$ cat config.mk
export PLATFORM = sky130hd
export DESIGN_NAME = firmware_packet_receiver_top
export DESIGN_NICKNAME = d
export VERILOG_FILES = /design/src/hw/rtl/fpr_pkg.sv /design/src/hw/rtl/fpr_ctrl.sv /design/src/hw/rtl/fpr_datapath.sv /design/src/hw/rtl/fpr_ram.sv /design/src/hw/rtl/firmware_packet_receiver_top.sv
export SDC_FILE = /design/constraint.sdc
export NUM_CORES = 2
export LEC_CHECK = 0
export BUFFER_PORTS_ARGS = -buffer_cell sky130_fd_sc_hd__buf_2
export CAP_MARGIN = 0
export CORE_MARGIN = 1
export CORE_UTILIZATION = 35
export DETAILED_ROUTE_END_ITERATION = 8
export PLACE_DENSITY = 0.58
export SLEW_MARGIN = 10
export SYNTH_ARGS = -nofsm -noshare
export SYNTH_HDL_FRONTEND = slang
export SYNTH_SLANG_ARGS = --single-unit
export TNS_END_PERCENT = 5
$ cat constraint.sdc
create_clock -name aclk -period 26.7 [get_ports aclk]
set_input_delay 2.67 -clock aclk [delete_from_list [all_inputs] [get_ports aclk]]
set_output_delay 2.67 -clock aclk [all_outputs]
set_load 0.005 [all_outputs]
$ cat src/hw/rtl/fpr_pkg.sv
// Package for the firmware packet receiver: shared types, codes and constants.
// No dependencies.
`default_nettype none
package fpr_pkg;
    typedef enum logic [1:0] {
        MODE_IDLE      = 2'd0,
        MODE_CONNECTED = 2'd1,
        MODE_RECEIVING = 2'd2,
        MODE_CLOSING   = 2'd3
    } link_mode_t;

    typedef enum logic [1:0] {
        KIND_ACK   = 2'd0,
        KIND_ERASE = 2'd1,
        KIND_FLASH = 2'd2
    } result_kind_t;

    typedef enum logic [1:0] {
        REG_START_COMMAND = 2'd0,
        REG_START_LENGTH  = 2'd1,
        REG_WRITE_COMMAND = 2'd2,
        REG_ACK_GROUP     = 2'd3
    } reg_index_t;

    typedef enum logic [3:0] {
        ST_IDLE,
        ST_CHECK,
        ST_DECIDE,
        ST_UNPACK,
        ST_GROUP,
        ST_ERASE,
        ST_ACK,
        ST_FLASH,
        ST_FINISH
    } ctrl_state_t;

    localparam int STORE_DEPTH = 32;
    localparam logic [7:0] ACK_BAD = 8'h01;

    // Controller to datapath commands
    typedef struct packed {
        logic load_byte;      // store the accepted byte in the packet buffer
        logic connect;        // connect event
        logic drop_byte;      // discard byte while idle or closing
        logic sum_clear;      // restart checksum walk
        logic sum_step;       // add one buffer byte
        logic start_accept;   // take the start packet
        logic write_check;    // evaluate write packet checks
        logic pack_step;      // pack one payload byte
        logic count_bump;     // advance packet count
        logic group_close;    // rewind or release and clear group state
        logic out_load;       // place a result in the output register
        logic idx_clear;      // reset the walk index
        logic idx_step;       // advance the walk index
    } ctrl_cmd_t;

    // Datapath to controller status
    typedef struct packed {
        logic       is_last;
        logic       active;       // connected or receiving
        logic       receiving;
        logic       walk_done;    // checksum walk reached its end
        logic       start_ok;
        logic       write_ok;     // checks passed and sequence matches
        logic       pack_done;
        logic       group_due;
        logic       group_good;
        logic       done_after;   // count equals total after closing
        logic [5:0] words_held;
    } ctrl_status_t;
endpackage
`default_nettype wire

$ cat src/hw/rtl/fpr_ctrl.sv
// Controller state machine for the firmware packet receiver.
// Depends on fpr_pkg; drives fpr_datapath through command and status structs.
`default_nettype none
module fpr_ctrl (
    input  wire logic                 aclk,
    input  wire logic                 aresetn,
    input  wire logic                 s_valid,
    output logic                      s_ready,
    input  wire logic                 in_operation,
    input  wire logic                 out_free,
    input  wire fpr_pkg::ctrl_status_t sts,
    output fpr_pkg::ctrl_cmd_t        cmd,
    output fpr_pkg::result_kind_t     out_kind,
    output logic [2:0]                ack_pos,
    output logic                      out_last,
    output logic                      out_from_start
);
    fpr_pkg::ctrl_state_t state_reg, state_next;
    logic [2:0] pos_reg, pos_next;
    logic       start_reg, start_next;

    // Sequence state
    always_ff @(posedge aclk) begin
        if (!aresetn) begin
            state_reg <= fpr_pkg::ST_IDLE;
            pos_reg   <= 3'd0;
            start_reg <= 1'b0;
        end else begin
            state_reg <= state_next;
            pos_reg   <= pos_next;
            start_reg <= start_next;
        end
    end

    // Next state
    always_comb begin
        state_next = state_reg;
        pos_next   = pos_reg;
        start_next = start_reg;
        unique case (state_reg)
            fpr_pkg::ST_IDLE: begin
                if (s_valid && in_operation && sts.active && sts.is_last) begin
                    state_next = fpr_pkg::ST_CHECK;
                    start_next = !sts.receiving;
                end
            end
            fpr_pkg::ST_CHECK: begin
                if (sts.walk_done) state_next = fpr_pkg::ST_DECIDE;
            end
            fpr_pkg::ST_DECIDE: begin
                pos_next = 3'd0;
                if (start_reg) begin
                    state_next = sts.start_ok ? fpr_pkg::ST_ERASE : fpr_pkg::ST_ACK;
                end else begin
                    state_next = sts.write_ok ? fpr_pkg::ST_UNPACK : fpr_pkg::ST_GROUP;
                end
            end
            fpr_pkg::ST_UNPACK: begin
                if (sts.pack_done) state_next = fpr_pkg::ST_GROUP;
            end
            fpr_pkg::ST_GROUP: begin
                state_next = sts.group_due ? fpr_pkg::ST_ACK : fpr_pkg::ST_IDLE;
            end
            fpr_pkg::ST_ERASE: begin
                if (out_free) state_next = fpr_pkg::ST_ACK;
            end
            fpr_pkg::ST_ACK: begin
                if (out_free) begin
                    pos_next = pos_reg + 3'd1;
                    if (pos_reg == 3'd4) begin
                        pos_next = 3'd0;
                        if (start_reg) state_next = fpr_pkg::ST_IDLE;
                        else           state_next = fpr_pkg::ST_FLASH;
                    end
                end
            end
            fpr_pkg::ST_FLASH: begin
                if (!sts.group_good || sts.words_held == 6'd0) begin
                    state_next = fpr_pkg::ST_FINISH;
                end else if (out_free && sts.pack_done) begin
                    state_next = fpr_pkg::ST_FINISH;
                end
            end
            fpr_pkg::ST_FINISH: state_next = fpr_pkg::ST_IDLE;
            default: state_next = fpr_pkg::ST_IDLE;
        endcase
    end

    // Outputs
    always_comb begin
        cmd            = '0;
        s_ready        = 1'b0;
        out_kind       = fpr_pkg::KIND_ACK;
        ack_pos        = pos_reg;
        out_last       = 1'b0;
        out_from_start = start_reg;
        unique case (state_reg)
            fpr_pkg::ST_IDLE: begin
                s_ready = 1'b1;
                if (s_valid) begin
                    if (!in_operation) cmd.connect = 1'b1;
                    else if (!sts.active) cmd.drop_byte = 1'b1;
                    else cmd.load_byte = 1'b1;
                    cmd.sum_clear = 1'b1;
                    cmd.idx_clear = 1'b1;
                end
            end
            fpr_pkg::ST_CHECK: begin
                cmd.sum_step = 1'b1;
                cmd.idx_step = 1'b1;
            end
            fpr_pkg::ST_DECIDE: begin
                cmd.idx_clear = 1'b1;
                if (start_reg) cmd.start_accept = sts.start_ok;
                else cmd.write_check = 1'b1;
            end
            fpr_pkg::ST_UNPACK: begin
                cmd.pack_step = 1'b1;
                cmd.idx_step  = 1'b1;
            end
            fpr_pkg::ST_GROUP: begin
                cmd.count_bump = 1'b1;
                cmd.idx_clear  = 1'b1;
            end
            fpr_pkg::ST_ERASE: begin
                out_kind     = fpr_pkg::KIND_ERASE;
                cmd.out_load = out_free;
            end
            fpr_pkg::ST_ACK: begin
                out_kind     = fpr_pkg::KIND_ACK;
                cmd.out_load = out_free;
                out_last     = (pos_reg == 3'd4) &&
                               (start_reg || !sts.group_good || sts.words_held == 6'd0);
            end
            fpr_pkg::ST_FLASH: begin
                out_kind = fpr_pkg::KIND_FLASH;
                if (sts.group_good && sts.words_held != 6'd0) begin
                    cmd.out_load = out_free;
                    cmd.idx_step = out_free;
                    out_last     = sts.pack_done;
                end
            end
            fpr_pkg::ST_FINISH: cmd.group_close = 1'b1;
            default: ;
        endcase
    end
endmodule
`default_nettype wire

$ cat src/hw/rtl/fpr_datapath.sv
// Datapath of the firmware packet receiver: packet buffer, checksum walk,
// word packing, counters and the output register. Depends on fpr_pkg.
`default_nettype none
module fpr_datapath #(
    parameter int PACKET_MAX_BYTES = 20,
    parameter int PAYLOAD_BYTES    = 16
) (
    input  wire logic                  aclk,
    input  wire logic                  aresetn,
    input  wire logic                  cfg_write,
    input  wire logic [1:0]            cfg_index,
    input  wire logic [7:0]            cfg_data,
    input  wire logic [7:0]            in_data_byte,
    input  wire logic                  in_last_byte,
    input  wire fpr_pkg::ctrl_cmd_t    cmd,
    input  wire fpr_pkg::result_kind_t out_kind_in,
    input  wire logic [2:0]            ack_pos,
    input  wire logic                  out_last_in,
    input  wire logic                  out_from_start,
    output fpr_pkg::ctrl_status_t      sts,
    output logic                       out_free,
    output logic                       m_valid,
    input  wire logic                  m_ready,
    output logic [1:0]                 m_kind,
    output logic [63:0]                m_value,
    output logic [4:0]                 m_word_number,
    output logic                       m_transfer_done,
    output logic                       m_last_of_run
);
    localparam int LW = $clog2(PACKET_MAX_BYTES + 2);
    localparam int BW = $clog2(PACKET_MAX_BYTES);
    localparam logic [LW-1:0] MAXL = LW'(PACKET_MAX_BYTES);

    logic [7:0] start_command_reg, write_command_reg;
    logic [4:0] start_length_reg, ack_group_reg;
    fpr_pkg::link_mode_t mode_reg, mode_next;
    logic [7:0] buf_reg [PACKET_MAX_BYTES];
    logic [LW-1:0] len_reg, len_next, n_reg;
    logic [15:0] total_reg, count_reg, count_next;
    logic group_ok_reg, group_ok_next;
    logic [5:0] held_reg, held_next;
    logic [2:0] bpos_reg, bpos_next;
    logic [LW-1:0] idx_reg;
    logic [7:0] sum_reg;
    logic [4:0] grp_reg, grp_next;   // count modulo group
    logic m_valid_reg;
    logic [1:0] m_kind_reg;
    logic [63:0] m_value_reg;
    logic [4:0] m_word_reg;
    logic m_done_reg, m_last_reg;
    logic [63:0] word_rd;
    logic [4:0] g;
    logic [7:0] hi, lo;
    logic [7:0] bsel, ack_byte;
    logic [5:0] wr_addr;
    logic wr_en;
    logic [63:0] wr_data, acc_reg;

    assign g  = (ack_group_reg == 5'd0) ? 5'd1 : ack_group_reg;
    assign hi = count_reg[15:8];
    assign lo = count_reg[7:0];
    assign bsel = (idx_reg < MAXL) ? buf_reg[idx_reg[BW-1:0]] : 8'd0;

    // Configuration registers
    always_ff @(posedge aclk) begin
        if (!aresetn) begin
            start_command_reg <= 8'd0;
            start_length_reg  <= 5'd4;
            write_command_reg <= 8'd1;
            ack_group_reg     <= 5'd16;
        end else if (cfg_write) begin
            unique case (fpr_pkg::reg_index_t'(cfg_index))
                fpr_pkg::REG_START_COMMAND: start_command_reg <= cfg_data;
                fpr_pkg::REG_START_LENGTH:  start_length_reg  <= cfg_data[4:0];
                fpr_pkg::REG_WRITE_COMMAND: write_command_reg <= cfg_data;
                fpr_pkg::REG_ACK_GROUP:     ack_group_reg     <= cfg_data[4:0];
                default: ;
            endcase
        end
    end

    // Packet buffer write
    always_ff @(posedge aclk) begin
        if (cmd.load_byte && len_reg < MAXL) buf_reg[len_reg[BW-1:0]] <= in_data_byte;
    end

    // Checksum walk: bytes 1 (start) or 3 (write) up to n-2
    logic [LW-1:0] sum_first;
    logic walk_in;
    assign sum_first = out_from_start ? LW'(1) : LW'(3);
    assign walk_in = (idx_reg >= sum_first) && (idx_reg + LW'(2) <= n_reg) &&
                     (idx_reg < MAXL);
    always_ff @(posedge aclk) begin
        if (cmd.sum_clear) sum_reg <= 8'd0;
        else if (cmd.sum_step && walk_in) sum_reg <= sum_reg + bsel;
    end

    always_ff @(posedge aclk) begin
        if (cmd.idx_clear) idx_reg <= (cmd.write_check ? LW'(3) : '0);
        else if (cmd.idx_step) idx_reg <= idx_reg + LW'(1);
    end

    // Checks
    logic n_ok, last_ok;
    logic [7:0] last_b;
    assign last_b  = buf_reg[BW'(n_reg - LW'(1))];
    assign n_ok    = (n_reg >= LW'(4)) && (n_reg <= MAXL);
    assign last_ok = n_ok && (sum_reg == last_b);
    assign sts.start_ok = last_ok && (n_reg == LW'(start_length_reg)) &&
                          (buf_reg[0] == start_command_reg);
    logic wr_pass;
    assign wr_pass = last_ok && (32'(n_reg) - 32'd4 <= 32'(PAYLOAD_BYTES)) &&
                     (buf_reg[0] == write_command_reg);
    assign sts.write_ok = wr_pass && ({buf_reg[1], buf_reg[2]} == count_reg);
    assign sts.walk_done = (idx_reg == MAXL);

    // Packing into the word store
    logic pack_live;
    assign pack_live = cmd.pack_step && (idx_reg + LW'(1) < n_reg);
    always_comb begin
        wr_en = 1'b0; wr_addr = held_reg; wr_data = acc_reg;
        held_next = held_reg; bpos_next = bpos_reg;
        if (pack_live) begin
            if (bpos_reg == 3'd0) begin
                if (held_reg < 6'(fpr_pkg::STORE_DEPTH)) begin
                    wr_en = 1'b1; wr_addr = held_reg; wr_data = {56'd0, bsel};
                    held_next = held_reg + 6'd1; bpos_next = 3'd1;
                end
            end else begin
                wr_en = 1'b1; wr_addr = held_reg - 6'd1;
                wr_data = acc_reg | ({56'd0, bsel} << {bpos_reg, 3'd0});
                bpos_next = bpos_reg + 3'd1;
            end
        end
        if (cmd.start_accept || cmd.group_close) begin
            held_next = 6'd0; bpos_next = 3'd0;
        end
    end
    always_ff @(posedge aclk) if (wr_en) acc_reg <= wr_data;

    fpr_ram #(.WIDTH(64), .DEPTH(fpr_pkg::STORE_DEPTH)) u_store (
        .clk(aclk), .wr_en(wr_en), .wr_addr(wr_addr[4:0]), .wr_data(wr_data),
        .rd_addr(idx_reg[4:0] + (cmd.idx_step ? 5'd1 : 5'd0)), .rd_data(word_rd)
    );
    assign sts.pack_done = !cmd.out_load ? (idx_reg + LW'(1) >= n_reg) :
                           (idx_reg + LW'(1) >= LW'(held_reg));

    // Counters, group state and link mode
    logic [15:0] cnt_inc;
    logic [4:0] grp_inc;
    logic [4:0] rew;
    logic [15:0] count_rewound;
    logic rewound_done;
    assign cnt_inc = count_reg + 16'd1;
    // Restart the group position when the group fills or the count wraps to zero
    assign grp_inc = ((cnt_inc == 16'd0) || (grp_reg + 5'd1 >= g)) ? 5'd0 : grp_reg + 5'd1;
    // Rewind to the start of the current group, never below zero
    assign rew = (grp_reg == 5'd0) ? g : grp_reg;
    assign count_rewound = (count_reg >= 16'(rew)) ? count_reg - 16'(rew) : 16'd0;
    assign rewound_done  = group_ok_reg ? (count_reg == total_reg) :
                                          (count_rewound == total_reg);
    always_comb begin
        count_next = count_reg; group_ok_next = group_ok_reg;
        grp_next = grp_reg; mode_next = mode_reg; len_next = len_reg;
        if (cmd.connect) begin mode_next = fpr_pkg::MODE_CONNECTED; len_next = '0; end
        if (cmd.drop_byte) len_next = '0;
        if (cmd.load_byte) len_next = in_last_byte ? '0 :
                                      (len_reg <= MAXL ? len_reg + LW'(1) : len_reg);
        if (cmd.start_accept) begin
            count_next = '0; group_ok_next = 1'b1; grp_next = '0;
            mode_next = fpr_pkg::MODE_RECEIVING;
        end
        if (cmd.write_check && !sts.write_ok) group_ok_next = 1'b0;
        if (cmd.count_bump) begin count_next = cnt_inc; grp_next = grp_inc; end
        if (cmd.group_close) begin
            if (!group_ok_reg)
                count_next = count_rewound;
            grp_next = '0; group_ok_next = 1'b1;
            if (rewound_done) mode_next = fpr_pkg::MODE_CLOSING;
        end
    end

    always_ff @(posedge aclk) begin
        if (!aresetn) begin
            mode_reg <= fpr_pkg::MODE_IDLE; len_reg <= '0; total_reg <= '0;
            count_reg <= '0; group_ok_reg <= 1'b1; held_reg <= '0;
            bpos_reg <= '0; grp_reg <= '0; n_reg <= '0;
        end else begin
            mode_reg <= mode_next; len_reg <= len_next; count_reg <= count_next;
            group_ok_reg <= group_ok_next; held_reg <= held_next;
            bpos_reg <= bpos_next; grp_reg <= grp_next;
            if (cmd.load_byte && in_last_byte)
                n_reg <= (len_reg <= MAXL) ? len_reg + LW'(1) : len_reg;
            if (cmd.start_accept) total_reg <= {buf_reg[1], buf_reg[2]};
        end
    end

    // Group close decision on the advanced count
    assign sts.group_due  = (grp_inc == 5'd0) || (cnt_inc == total_reg);
    assign sts.group_good = group_ok_reg;
    assign sts.done_after = rewound_done;
    assign sts.words_held = held_reg;
    assign sts.is_last    = in_last_byte;
    assign sts.active     = (mode_reg == fpr_pkg::MODE_CONNECTED) ||
                            (mode_reg == fpr_pkg::MODE_RECEIVING);
    assign sts.receiving  = (mode_reg == fpr_pkg::MODE_RECEIVING);

    // Acknowledgement byte select; a start packet is good once receiving
    always_comb begin
        unique case (ack_pos)
            3'd0: ack_byte = (out_from_start ? (mode_reg != fpr_pkg::MODE_RECEIVING)
                                             : !group_ok_reg)
                             ? fpr_pkg::ACK_BAD : 8'h00;
            3'd1: ack_byte = 8'h00;
            3'd2: ack_byte = hi;
            3'd3: ack_byte = lo;
            default: ack_byte = hi + lo;
        endcase
    end

    // Output register
    assign out_free = !m_valid_reg || m_ready;
    always_ff @(posedge aclk) begin
        if (!aresetn) m_valid_reg <= 1'b0;
        else if (cmd.out_load) m_valid_reg <= 1'b1;
        else if (m_ready) m_valid_reg <= 1'b0;
    end
    always_ff @(posedge aclk) begin
        if (cmd.out_load) begin
            m_kind_reg <= out_kind_in;
            m_last_reg <= out_last_in;
            m_done_reg <= !out_from_start && rewound_done;
            unique case (out_kind_in)
                fpr_pkg::KIND_FLASH: begin
                    m_value_reg <= word_rd; m_word_reg <= idx_reg[4:0];
                end
                fpr_pkg::KIND_ACK: begin
                    m_value_reg <= {56'd0, ack_byte}; m_word_reg <= 5'd0;
                end
                default: begin m_value_reg <= '0; m_word_reg <= 5'd0; end
            endcase
        end
    end
    assign m_valid = m_valid_reg;
    assign m_kind = m_kind_reg;
    assign m_value = m_value_reg;
    assign m_word_number = m_word_reg;
    assign m_transfer_done = m_done_reg;
    assign m_last_of_run = m_last_reg;
endmodule
`default_nettype wire

$ cat src/hw/rtl/fpr_ram.sv
// Generic single write port RAM with registered read.
// No dependencies.
`default_nettype none
module fpr_ram #(
    parameter int WIDTH = 64,
    parameter int DEPTH = 32
) (
    input  wire logic                     clk,
    input  wire logic                     wr_en,
    input  wire logic [$clog2(DEPTH)-1:0] wr_addr,
    input  wire logic [WIDTH-1:0]         wr_data,
    input  wire logic [$clog2(DEPTH)-1:0] rd_addr,
    output logic [WIDTH-1:0]              rd_data
);
    logic [WIDTH-1:0] mem_reg [DEPTH];
    // Write and registered read; a read of the address being written returns the old word
    always_ff @(posedge clk) begin
        if (wr_en) mem_reg[wr_addr] <= wr_data;
        rd_data <= mem_reg[rd_addr];
    end
endmodule
`default_nettype wire

$ cat src/hw/rtl/firmware_packet_receiver_top.sv
// Firmware packet receiver top level.
// A connect event or a byte that ends no packet is taken in the idle state. A packet end runs
// the checksum walk over the packet buffer and a decision step; a good write then unpacks its
// payload and every write advances the count. Then one result per cycle (erase, 5 ack bytes,
// up to 32 flash words) paced by m_ready, and a finish step closes a group.
// One item at a time. Synchronous active-low reset clears all control state.
`default_nettype none
module firmware_packet_receiver_top #(
    parameter int PACKET_MAX_BYTES = 20,
    parameter int PAYLOAD_BYTES    = 16
) (
    input  wire logic        aclk,
    input  wire logic        aresetn,
    input  wire logic        cfg_write,
    input  wire logic [1:0]  cfg_index,
    input  wire logic [7:0]  cfg_data,
    input  wire logic        s_valid,
    output logic             s_ready,
    input  wire logic        s_operation,
    input  wire logic [7:0]  s_data_byte,
    input  wire logic        s_last_byte,
    output logic             m_valid,
    input  wire logic        m_ready,
    output logic [1:0]       m_kind,
    output logic [63:0]      m_value,
    output logic [4:0]       m_word_number,
    output logic             m_transfer_done,
    output logic             m_last_of_run
);
    fpr_pkg::ctrl_cmd_t    cmd;
    fpr_pkg::ctrl_status_t sts;
    fpr_pkg::result_kind_t out_kind;
    logic [2:0] ack_pos;
    logic out_last, out_from_start, out_free;

    fpr_ctrl u_ctrl (
        .aclk(aclk), .aresetn(aresetn), .s_valid(s_valid), .s_ready(s_ready),
        .in_operation(s_operation), .out_free(out_free), .sts(sts), .cmd(cmd),
        .out_kind(out_kind), .ack_pos(ack_pos), .out_last(out_last),
        .out_from_start(out_from_start)
    );

    fpr_datapath #(.PACKET_MAX_BYTES(PACKET_MAX_BYTES), .PAYLOAD_BYTES(PAYLOAD_BYTES))
    u_dp (
        .aclk(aclk), .aresetn(aresetn), .cfg_write(cfg_write), .cfg_index(cfg_index),
        .cfg_data(cfg_data), .in_data_byte(s_data_byte), .in_last_byte(s_last_byte),
        .cmd(cmd), .out_kind_in(out_kind), .ack_pos(ack_pos), .out_last_in(out_last),
        .out_from_start(out_from_start), .sts(sts), .out_free(out_free),
        .m_valid(m_valid), .m_ready(m_ready), .m_kind(m_kind), .m_value(m_value),
        .m_word_number(m_word_number), .m_transfer_done(m_transfer_done),
        .m_last_of_run(m_last_of_run)
    );

    // A result is never loaded over one still waiting
    a_no_overwrite: assert property (@(posedge aclk) disable iff (!aresetn)
        cmd.out_load |-> out_free) else $error("result overwritten");
    // Input is not taken while results are being produced
    a_no_accept_busy: assert property (@(posedge aclk) disable iff (!aresetn)
        cmd.out_load |-> !s_ready) else $error("input accepted during output");
    // Ack and erase carry word number zero
    a_word_zero: assert property (@(posedge aclk) disable iff (!aresetn)
        (m_valid && m_kind != fpr_pkg::KIND_FLASH) |-> m_word_number == 5'd0)
        else $error("word number on non-flash result");
endmodule
`default_nettype wire

======== Word level (Yosys, flattened, before mapping) ========
Memories as Yosys holds them, arrays and structs flattened. A register that Yosys moved wholly into a read port is not among the register bits.
Index checks and enable logic that the tools add are counted.
storage, ports and cells
  register bits after elaboration ......... 244
  RAM bits ................................ 2208
  bits of input ports ..................... 25
  output and inout port bits .............. 75
  word-level logic and storage cells ...... 250
  memories ................................ 2
memory list
  name                  words  width  read ports  clocked after Yosys merged registers in  wr ports  RTL line            RTL
  u_dp.u_store.mem_reg  32     64     1           1                                        1         fpr_ram.sv:15       logic [WIDTH-1:0] mem_reg [DEPTH];
  u_dp.buf_reg          20     8      5           1                                        1         fpr_datapath.sv:37  logic [7:0] buf_reg [PACKET_MAX_BYTES];
cells by class
  $add $sub $neg .......................... 15
  $lt $le $gt $ge ......................... 14
  equality and inequality tests ........... 36
  shift-type cells ........................ 1
  muxes and demuxes ....................... 90
  bitwise operators ....................... 2
  reduce and logical (&&, ||, !) cells .... 65
operator list
  cell                                                                                count
  64-bit 2-to-1 mux                                                                   3
  64-bit case mux with 2 select lines                                                 1
  16-bit 2-to-1 mux                                                                   5
  5-bit 2-to-1 mux                                                                    15
  16-bit equality test                                                                4
  64-bit bitwise OR                                                                   1
  8-bit by 6-bit left shift with 64-bit output                                        1
  4-bit 2-to-1 mux                                                                    11
  32-bit by 5-bit less-or-equal comparator with 1-bit output (second input constant)  1
  4-bit case mux with 8 select lines                                                  1
  8-bit case mux with 4 select lines                                                  1
  1-bit 2-to-1 mux                                                                    31
  8-bit equality test                                                                 3
  1-bit logical AND                                                                   21
  3-bit 2-to-1 mux                                                                    7
  5-bit greater-or-equal comparator                                                   4
  16-bit by 1-bit adder with 16-bit output (second input constant)                    1
  8-bit adder                                                                         2
  4-bit by 3-bit equality test with 1-bit output (second input constant)              4
  16-bit by 5-bit greater-or-equal comparator with 1-bit output                       1
  16-bit zero test                                                                    1
  2-bit 2-to-1 mux                                                                    8
  16-bit by 5-bit subtractor with 16-bit output                                       1
  5-bit by 1-bit adder with 5-bit output (second input constant)                      3
  other kinds (44)                                                                    92

======== Depth between registers and ports, before layout ========
An unclocked memory read counts as a cell.
  depth after elaboration ................. 12
  mapped depth ............................ 19
  gate-level depth less buffers ........... 16

======== Hierarchy ========
A second synthesis with hierarchy kept.
unflattened totals
  cells, all modules ...................... 4935
  area, all modules ....................... 100826.7 µm²
modules (own cells, without submodules)
  module        instances  cells each  area an instance (µm²)  sequential area each (µm²)
  fpr_ram       1          3097        78964.5                 62780.2
  fpr_datapath  1          1739        21064.0                 10950.5
  fpr_ctrl      1          99          798.3                   160.2

======== Worst setup path after synthesis ========
Ideal clock, no wire load.
  kind .................................... register to register
  start ................................... register u_dp.idx_reg[0]
  end ..................................... memory u_dp.u_store.mem_reg[18][0], enable pin
  setup time .............................. 0.487 ns
  arrival ................................. 8.078 ns
  required time ........................... 26.213 ns
  slack ................................... 18.136 ns
  stages on the path, launching flop included .. 16
  path buffers ............................ 4
  clock period less this slack ............ 8.564 ns
  path through ............................ edfxtp_1 clkbuf_1 buf_1 clkbuf_1 buf_1 inv_1 ha_1 ha_1 nor2b_1 o21ai_0 nand3_1 inv_1 nand2_1 inv_1 o21ai_1 nor2_1
on the way
  cells in the longest elaborated chain, start to end .. 6
  elaborated cells between the ends (all ways) .. 7
  those cells by class .................... add/sub (1); order compare (1); mux (4); reduce/logical (1)
ends and longest elaborated chain
  item                                    RTL line             RTL
  from (decl)                             fpr_datapath.sv:43   logic [LW-1:0] idx_reg;
  from (signal assigned)                  fpr_datapath.sv:99   if (cmd.idx_clear) idx_reg <= (cmd.write_check ? LW'(3) : '0);
  from (signal assigned)                  fpr_datapath.sv:100  else if (cmd.idx_step) idx_reg <= idx_reg + LW'(1);
  5-bit by 1-bit adder with 5-bit output  fpr_datapath.sv:119  assign pack_live = cmd.pack_step && (idx_reg + LW'(1) < n_reg);
  5-bit < comparator                      fpr_datapath.sv:119
  1-bit logical AND                       fpr_datapath.sv:119
  1-bit 2-to-1 mux                        fpr_datapath.sv:123  if (pack_live) begin
  named net u_dp.u_store.wr_en            fpr_ram.sv:9         input wire logic wr_en,
  1-bit 2-to-1 mux                        fpr_ram.sv:18        if (wr_en) mem_reg[wr_addr] <= wr_data;
  1-bit 2-to-1 mux (not written as such)  fpr_ram.sv:18
  to (decl)                               fpr_ram.sv:15
The timed path passes the listed nets, and every way through them passes these cells.

======== Final worst setup path ========
  start ................................... input port m_ready
  end ..................................... register u_dp.u_store.rd_data[38], read port of u_dp.u_store.mem_reg
on the way
  cells in the longest elaborated chain, start to end .. 5
ends and longest elaborated chain
  item                                RTL line                            RTL
  from (decl)                         firmware_packet_receiver_top.sv:23  input wire logic m_ready,
  1-bit logical OR                    fpr_datapath.sv:222                 assign out_free = !m_valid_reg || m_ready;
  1-bit 2-to-1 mux                    fpr_ctrl.sv:137                     if (sts.group_good && sts.words_held != 6'd0) begin
  1-bit case mux with 2 select lines  fpr_ctrl.sv:97                      unique case (state_reg)
  1-bit 2-to-1 mux                    fpr_datapath.sv:143                 .rd_addr(idx_reg[4:0] + (cmd.idx_step ? 5'd1 : 5'd0)), .rd_data(word_rd)
  5-bit adder                         fpr_datapath.sv:143
  to (decl)                           fpr_ram.sv:13                       output logic [WIDTH-1:0] rd_data
No other way between the ends.
A chain may end at the register's enable or synchronous reset.

==> flow_summary.toml <==
[status]
outcome = "completed"

[final_layout]
syn_to_final_growth_pct = 14.6
drive_gt1_share_pct = 27.4
final_cell_area_sq_um = 115000
fillers = 25045
fin_util_pct = 40.4
final_cell_count_no_fill = 9140
largest_register_ffs = 2048
nets = 5264

[floorplan]
coreArea_sq_um = 285000
initial_utilization_pct = 35.2
die_area_sq_um = 290000
die_h_um = 538
pin_count = 100
fp-row-count = 196
fp.dieW_um = 538

[clocking]
cts_max_level = 5
cts_resized = 0
clock-root-buffer = "clkbuf_16"
cts_hold_buf = 0
path_clk_slew_ns = 0.06
cts_buffer_depth = 4
clock-sinks = 2516
cts_setup_buffers = 0
numCtsBuffers = 285
clk-insertion-delay-late_ns = 0.94
tritoncts = "yes"

[timing]
setup_tns_ns = 0
fmax_mhz = 133
hold_violations = 0
rsz0062_at_grt = "false"
period_needed_ns = 7.54
drv_slew = 0
setup_viol = 0
finalClockSkew_ns = 0.0841
worstMarginPinSlew_ns = 1.20
max_slew_margin_pct = 19.7
timing.final.crit_share_pct = 28.2

[power_and_ir_drop]
clockPowerShare_pct = 32.0
p_leak_nw = 36.0
seqPwrFrac_pct = 37.4
power.density_nw_per_um2 = 103
peakVddDrop_v = 0.000128
pwr-share-comb_pct = 30.6
internal_power_w = 0.00852
switching_power_w = 0.00339
p_sw_share_pct = 28.5

[placed_design]
hpwlAfterDp_um = 143000
portBuffers = 99
dp.cells = 8646
gp_congestion = 0.856
place_area_sq_um = 106000

[synth]
syn_area_per_cell_sq_um = 20.4
synth_top_flop_cell = "edfxtp_1"
syn-cell-area_sq_um = 101000
async_flop_share_pct = 0
yosysSeqAreaShare_pct = 73.5
synthTopCellsByCount = "edfxtp_1 (2,350), mux4_2 (705), nor2_1 (202)"
synth.most_common_cell = "edfxtp_1"
yosysWarnings = 0
synth_top_area_share_pct = 70.1
synth-edff-count = 2350
yosys-top-cells-area = "edfxtp_1 (70%), mux4_2 (16%), dfxtp_1 (3.3%), mux2i_1 (0.86%), mux2_2 (0.83%)"
synth_nets = 5014
synthCells = 4921
synth_seq_cells = 2516
synth_top_cell_by_area = "edfxtp_1"
synth_cell_types = 79

[routing]
drc = 0
vias = 51084
drtPass1Iterations = 6
drt_iter0_markers = 5874
postRouteWirelength_um = 273000
vias_per_cell = 5.59
detail-route-antenna-nets = 0
wl_per_cell_um = 29.8

[critical_path]
crit_required_ns = 27.51
reg2reg_to = "u_dp.u_store.mem_reg[12][5]"
r2r_start = "u_dp.idx_reg[0]"
ff2ff_setup_slack_ns = 19.27
reg2reg_depth = 14
crit_fanout = 104
crit_path_end_kind = "flip-flop"
arrival_ns = 8.35
critPathKind = "input pin to flip-flop"
cp-start-kind = "input pin"

[hold_path]
worstHoldEndpoint = "u_dp.write_command_reg[1]"
hold_path.class = "flip-flop to flip-flop"
min-delay-start = "u_dp.write_command_reg[1]"
whs_path_depth = 2

[grt]
first_global_vias = 51090
antenna_found_initial = 14
gr-usage-all-layers_pct = 18.8
grt_remaining_overflow = 0
grt_pass1_wl_um = 387000
met2_usage_pct = 30.3
grt_max_degree = 138
grtUsageMet1_pct = 26.5
busiest_layer = "met2"
met3_usage_pct = 2.99

[job]
cap_violations = 0
==> power groups by stage <==
stage,logic [W],clock network [W],registers [W]
floorplan,0.00276,0,0.00447
detailed placement,0.00370,0,0.00454
CTS,0.00371,0.00388,0.00446
finish,0.00364,0.00381,0.00446
global placement,0.00368,0,0.00455
global route,0.00389,0.00402,0.00446
==> metrics by stage <==
| step | worst slack, ns | hold WS [ns] | power, W |
|---|---|---|---|
| 2_1_floorplan | 18.14 | 0.448 | 0.00722 |
| 3_3_place_gp | 18.11 | 0.464 | 0.00822 |
| 3_5_place_dp | 18.02 | 0.468 | 0.00824 |
| 4_1_cts | 19.04 | 0.480 | 0.0120 |
| 5_1_grt | 18.64 | 0.508 | 0.0124 |
| 6_report | 19.16 | 0.485 | 0.0119 |
==> worst max-delay path: stages <==
cell and delay [ns]:
buf_2 0.08, nand2b_1 0.23, nand3_1 0.10, a21oi_1 0.48, ha_4 0.79, buf_12 0.72
buf_12 0.75, buf_4 0.85, mux4_2 0.61, mux4_2 0.48, mux2_2 0.27
==> cell usage in the layout (no fill, tap or decap), drive strengths merged, types with 10 or more instances in the layout <==
| cell | count |
|---|---|
| nand3 | 57 |
| nor3b | 18 |
| a22o | 70 |
| nor2 | 202 |
| nand2 | 117 |
| nand4 | 26 |
| xnor2 | 87 |
| xor2 | 41 |
| buf | 226 |
| and2 | 66 |
| mux2i | 86 |
| a31oi | 13 |
| mux4 | 705 |
| dfxtp | 166 |
| a21oi | 75 |
| nor2b | 23 |
| clkinvlp | 10 |
| a211oi | 17 |
| clkinv | 79 |
| ha | 65 |
| nand2b | 21 |
| nor4 | 17 |
| o31ai | 10 |
| nor3 | 39 |
| a31o | 10 |
| nand3b | 15 |
| edfxtp | 2350 |
| inv | 75 |
| bufinv | 21 |
| clkbuf | 376 |
| o21ai | 55 |
| or3 | 11 |
| mux2 | 74 |
==> cell type report <==
type / count / area [sq um] / share of cell area (%)
sequential: 2516 / 73900 / 64.1
multi-input combinational: 2074 / 25900 / 22.5
clock buffer: 376 / 7870 / 6.82
tap: 3762 / 4710 / 4.08
timing repair buffer: 226 / 1490 / 1.29
clock inverter: 117 / 1160 / 1.01
inverter: 68 / 262 / 0.227
antenna: 1 / 2.50 / 0.00217
==> metal layers <==
| layer | vias up | part of all wire, % |
|---|---|---|
| li1 | 20912 | - |
| met1 | 27625 | 43 |
| met2 | 2156 | 48 |
| met3 | 389 | 7.3 |
| met4 | 2 | 2.2 |
| met5 | - | 0.0048 |
==> cells by family after synthesis <==
kind of cell / synth area share [%]
simple gates: 3.22
buf+inv: 1.25
compound gates: 2.62
mux: 17.5
fa+ha+maj: 0.868
flops: 73.5
xor+xnor: 1.12
==> worst max-delay path by stage <==
stage | slack [ns] | end | depth (start not counted) | start
2_1_floorplan | 18.14 | u_dp.u_store.mem_reg[18][0] | 15 | u_dp.idx_reg[0]
3_3_place_gp | 18.11 | u_dp.u_store.rd_data[30] | 11 | m_ready
3_5_place_dp | 18.02 | u_dp.u_store.rd_data[30] | 11 | m_ready
4_1_cts | 19.04 | u_dp.u_store.rd_data[30] | 11 | m_ready
5_1_grt | 18.64 | u_dp.u_store.rd_data[38] | 11 | m_ready
6_report | 19.16 | u_dp.u_store.rd_data[38] | 11 | m_ready
Note: power is estimated with default switching activity, not from simulation.
